$ cat src/hw/rtl/drst_ram.sv
// Generic single-port RAM with registered read data.
module drst_ram #(
  parameter int Width = 32,
  parameter int Depth = 64
) (
  input  logic                     clk,
  input  logic                     we,
  input  logic [$clog2(Depth)-1:0] addr,
  input  logic [Width-1:0]         wdata,
  output logic [Width-1:0]         rdata
);
  logic [Width-1:0] mem [Depth];

  always_ff @(posedge clk) begin
    if (we) begin
      mem[addr] <= wdata;
    end
    rdata <= mem[addr];
  end
endmodule

$ cat config.mk
export PLATFORM = sky130hd
export DESIGN_NAME = drst_ram
export DESIGN_NICKNAME = d
export VERILOG_FILES = /design/src/hw/rtl/drst_ram.sv
export SDC_FILE = /design/constraint.sdc
export NUM_CORES = 2
export LEC_CHECK = 0
export ABC_AREA = 1
export BUFFER_PORTS_ARGS = -buffer_cell sky130_fd_sc_hd__buf_2
export CAP_MARGIN = 25
export CORE_MARGIN = 10
export CORE_UTILIZATION = 55
export DETAILED_ROUTE_END_ITERATION = 7
export PLACE_DENSITY = 0.71
export SETUP_SLACK_MARGIN = 0.05
export SYNTH_ARGS = -nofsm -noshare
export SYNTH_HDL_FRONTEND = slang
export SYNTH_SLANG_ARGS = --single-unit
$ cat constraint.sdc
create_clock -name clk -period 14.2 [get_ports clk]
set_clock_uncertainty 0.1 [all_clocks]
set_input_delay 1.42 -clock clk [delete_from_list [all_inputs] [get_ports clk]]
set_output_delay 1.42 -clock clk [all_outputs]
set_load 0.005 [all_outputs]
Yosys cells after proc, flatten, opt, wreduce, memory -nomap -nowiden
Memory sizes are Yosys's and may differ from the RTL's. A register that Yosys moved wholly into a read port is not among the register bits.
Index checks and enable logic that the tools add are counted.
{ "word_totals": {"reg_bits": 0, "mem_bits_rw": 2048, "inputBits": 40, "out_inout_bits": 32, "word_cells": 3, "memories": 1} }
{ "classes": {"muxes": 2} }
{ "memory_table": {"columns": ["memory", "words", "width", "rd", "rd_ports_with_merged_regs", "write_ports", "line_no", "rtl"], "rows": [
  ["mem", 64, 32, 1, 1, 1, "12", "logic [Width-1:0] mem [Depth];"]
]} }
{ "ops": {"columns": ["cell", "n"], "rows": [
  ["$mux 1", 2]
]} }

Logic depth before layout (Yosys ltp)
{ "logic_depth": {"ltp_word": 2, "mapped_depth": 15, "mapped_depth_nobuf": 11} }

Worst setup path after synthesis
OpenSTA, ideal clock, no wires.
{ "synth_timing": {"path_kind": "in2reg", "startpoint": "input addr[0]", "endpoint": "memory mem[41][0] (enable)", "setup_ns": 0.502, "arrival_time_ns": 5.203, "required_ns": 13.598, "path_slack_ns": 8.395, "stages": 6, "path_buffers": 4, "cell_sequence": "buf_4 inv_2 buf_6 buf_4 buf_2 nor4_1"} }
{ "synth_rtl": {"columns": ["element", "line_no", "rtl"], "rows": [
  ["start: declaration", "8", "input logic [$clog2(Depth)-1:0] addr,"],
  ["end: declaration", "12", null]
]} }
Straight into the memory's write port.

==> impl_metrics.ini <==
[placed_design]
dp_hpwl_um = 123900
place_congestion = 0.8326
post-place-ws_ns = 8.196
io_buffers = 71

[setup_path]
rr_startpoint = mem[20][20]
crit_type = input pin to register
worst_path_max_delay_cell = buf_4
critPathBufInv = 5
r2r_end = rdata[20]
cp-end-kind = register
crit_chain = buf_8 -> inv_8 -> buf_12 -> buf_4 -> buf_4 -> nand2_1 -> nand2_1 -> nand2_1 -> nand2_1 -> nand2_1 -> nand2_1 -> nand2_1 -> nand2_1 -> nor2_1 -> nand2_1
critical-path-top-delay-family = buffers and inverters
start_kind = input pin
r2r_setup_slack_ns = 12.16
startpoint = addr[0]
critPathRequiredTime_ns = 14.87
ff2ff_path_depth = 10
critPathMostFrequentCell = nand2_1
crit_path_max_incr_delay_ns = 0.87
crit_arrival_ns = 5.97
critPathMaxFanout = 188

[sta]
grt_setup_unrepaired = no
setup_ws_ns = 8.909
maxSlewViolCount = 0
fin_setup_tns_ns = 0
whs_ns = 0.6955
finalSetupViolations = 0
post-route-period-util = 0.3726
slew_headroom = 0.08900
hold_viol_final = 0
max_slew.worst_pin.slew_ns = 1.367
period_minus_slack_ns = 5.291
fmax_ghz = 0.1890

[routing]
vias = 58770
top_layer = met5
met2_length_um = 109100
drtIter0Drc = 7347
drt-met1-wl_um = 93180
drt_wl_total_um = 233900
via_per_inst = 5.506
post_drt_wl_per_cell_um = 21.91
dr.pass1.iters = 6
drtAntennaViolNets = 0
route.met3.wl_um = 24100
route.detailed.drc = 0

[clocking]
cts_tree = yes
cts_made_buffers = 202
cts-root-buf = clkbuf_16
clock-sinks = 2080
ctsHoldBuffers = 0
insertion_delay_ns = 0.84
cts_setup_buffers = 0
ctsHtreeMaxLevel = 4
clockBufferDepth = 3
cts_resized = 0
clk_pin_slew_worst_paths_ns = 0.06

[logic_synthesis]
yosysSeqAreaShare = 0.7184
ys_ff_latch = 2080
ys_warn_count = 0
synth_area_um2 = 86500
synth_top_area_frac = 0.7109
synth_nets = 8480
synth_area_leaders = edfxtp_1 71%, nand2_1 25%, buf_2 1.4%
avgSynthCellArea_um2 = 10.25
synth.largest_area_cell = edfxtp_1
ys_types = 21
syn_inst = 8440

[floorplanning]
coreArea_um2 = 156200
start_util = 0.5538
die_w_um = 416.6
pin_count = 72
dieArea_um2 = 173500
fp.dieH_um = 416.6
core.rowCount = 145

[pwr]
total_power_mw = 12.75
power.density_nw_per_um2 = 133.4
ir_drop_mv = 0.1303
cellLeakagePower_nw = 39.92

[cells_and_area]
drive_above_1_share = 0.06668
nets = 8478
synthToLayoutAreaGrowth_pct = 10.53
ff_latch_area_um2 = 62140
multiInputGateArea_um2 = 22820
fillers = 12100

[global_routing]
grt_max_degree = 235
grt_pass1_wl_um = 348800
grt_usage = 0.2640
antenna_found_initial = 17
grt_overflow_total = 0
grt_pass1_vias = 56000

[hold_path]
min_path_type = register to register
min-delay-start = mem[23][30]
min_to = rdata[30]
min_path_cells = 6

[run]
max-cap-violations = 0

[run_status]
status = finished, final reports clean
tightest hold or removal path, cell delays in order (launching register included):
cell	delay, ns
edfxtp_1	0.31
o21ai_0	0.07
nand2_1	0.06
o21ai_0	0.07
nand2_1	0.06
nor2_1	0.03
nand2_1	0.13
registers in the layout, summed over array words and instances (netlist names):
signal  count
mem      2048
rdata      32
routing by layer:
| metal | vias up | GRT usage |
|---|---|---|
| met5 | - | 0 |
| met4 | 2 | 0.09119 |
| met3 | 456 | 0.05082 |
| met2 | 2990 | 0.4218 |
| met1 | 28080 | 0.3633 |
| li1 | 27240 | - |
cells in the final DEF, fill, tap and decap left out, drive strengths merged, types with 6 or more instances in the layout:
cell type,netlist,routed
buf,286,216
bufinv,0,10
clkbuf,136,272
clkinv,0,82
dfxtp,32,32
diode,0,8
edfxtp,2048,2048
inv,30,37
nand2,5728,5728
nand3,13,13
nor2,137,137
nor3,8,8
o21ai,7,7
or2,6,6
how the worst max path moves through the flow:
stage                 endpoint  slack [ns]  depth (start not counted)
finish               rdata[12]        8.91                         15
global route         rdata[12]        8.66                         15
global placement     rdata[12]        8.30                         15
floorplan           mem[41][0]        8.40                          6
detailed placement   rdata[12]        8.20                         15
CTS                  rdata[12]        9.07                         15
cell families (layout without fill, tap and decap cells):
logic type | after synthesis | count (layout) | share of synthesized area
AOI/OAI and AO/OA | 12 | 12 | 0.0008389
buffers and inverters | 452 | 620 | 0.02397
DFF | 2080 | 2080 | 0.7184
other | 0 | 8 | 0
and+or+nand+nor | 5896 | 5896 | 0.2568
area by class of cell:
cell class,count,share of cell area
diodes,8,0.0002094
clock buffers,272,0.05721
clock inverters,102,0.008807
inverters,30,0.001413
multi-input cells,5908,0.2386
flip-flops and latches,2080,0.6499
well taps,2058,0.02693
repair buffers,216,0.01684
where the power goes:
group          leakage (nW)  switching (mW)  internal [mW]  total [mW]
combinational          18.2           0.597          0.177       0.774
clock                  3.07            2.27           2.88        5.16
sequential             18.7          0.0264           6.80        6.82
total                  39.9            2.90           9.86        12.8
metrics by stage:
stage,utilization,cells,area [um2]
floorplan,-,8440,86500
detailed placement,0.5714,10290,89250
CTS,0.6118,10660,95560
finish,0.6121,10670,95610
global route,0.6120,10670,95600
global placement,0.5711,10290,89210
Yosys cell counts:
cell      count
buf_1        27
inv_1        16
buf_4        11
o211ai_1      5
nor4_1        2
nand4_1       2
nor3_1        1
buf_2       244
or2_1         1
dfxtp_1      32
nor3_2        7
clkbuf_1    136
o21ai_1       2
or2_2         5
edfxtp_1   2048
buf_6         4
inv_2        14
nand3_1      13
nand2_1    5728
nor2_1      137
o21ai_0       5
Note: power is estimated with default switching activity, not from simulation.
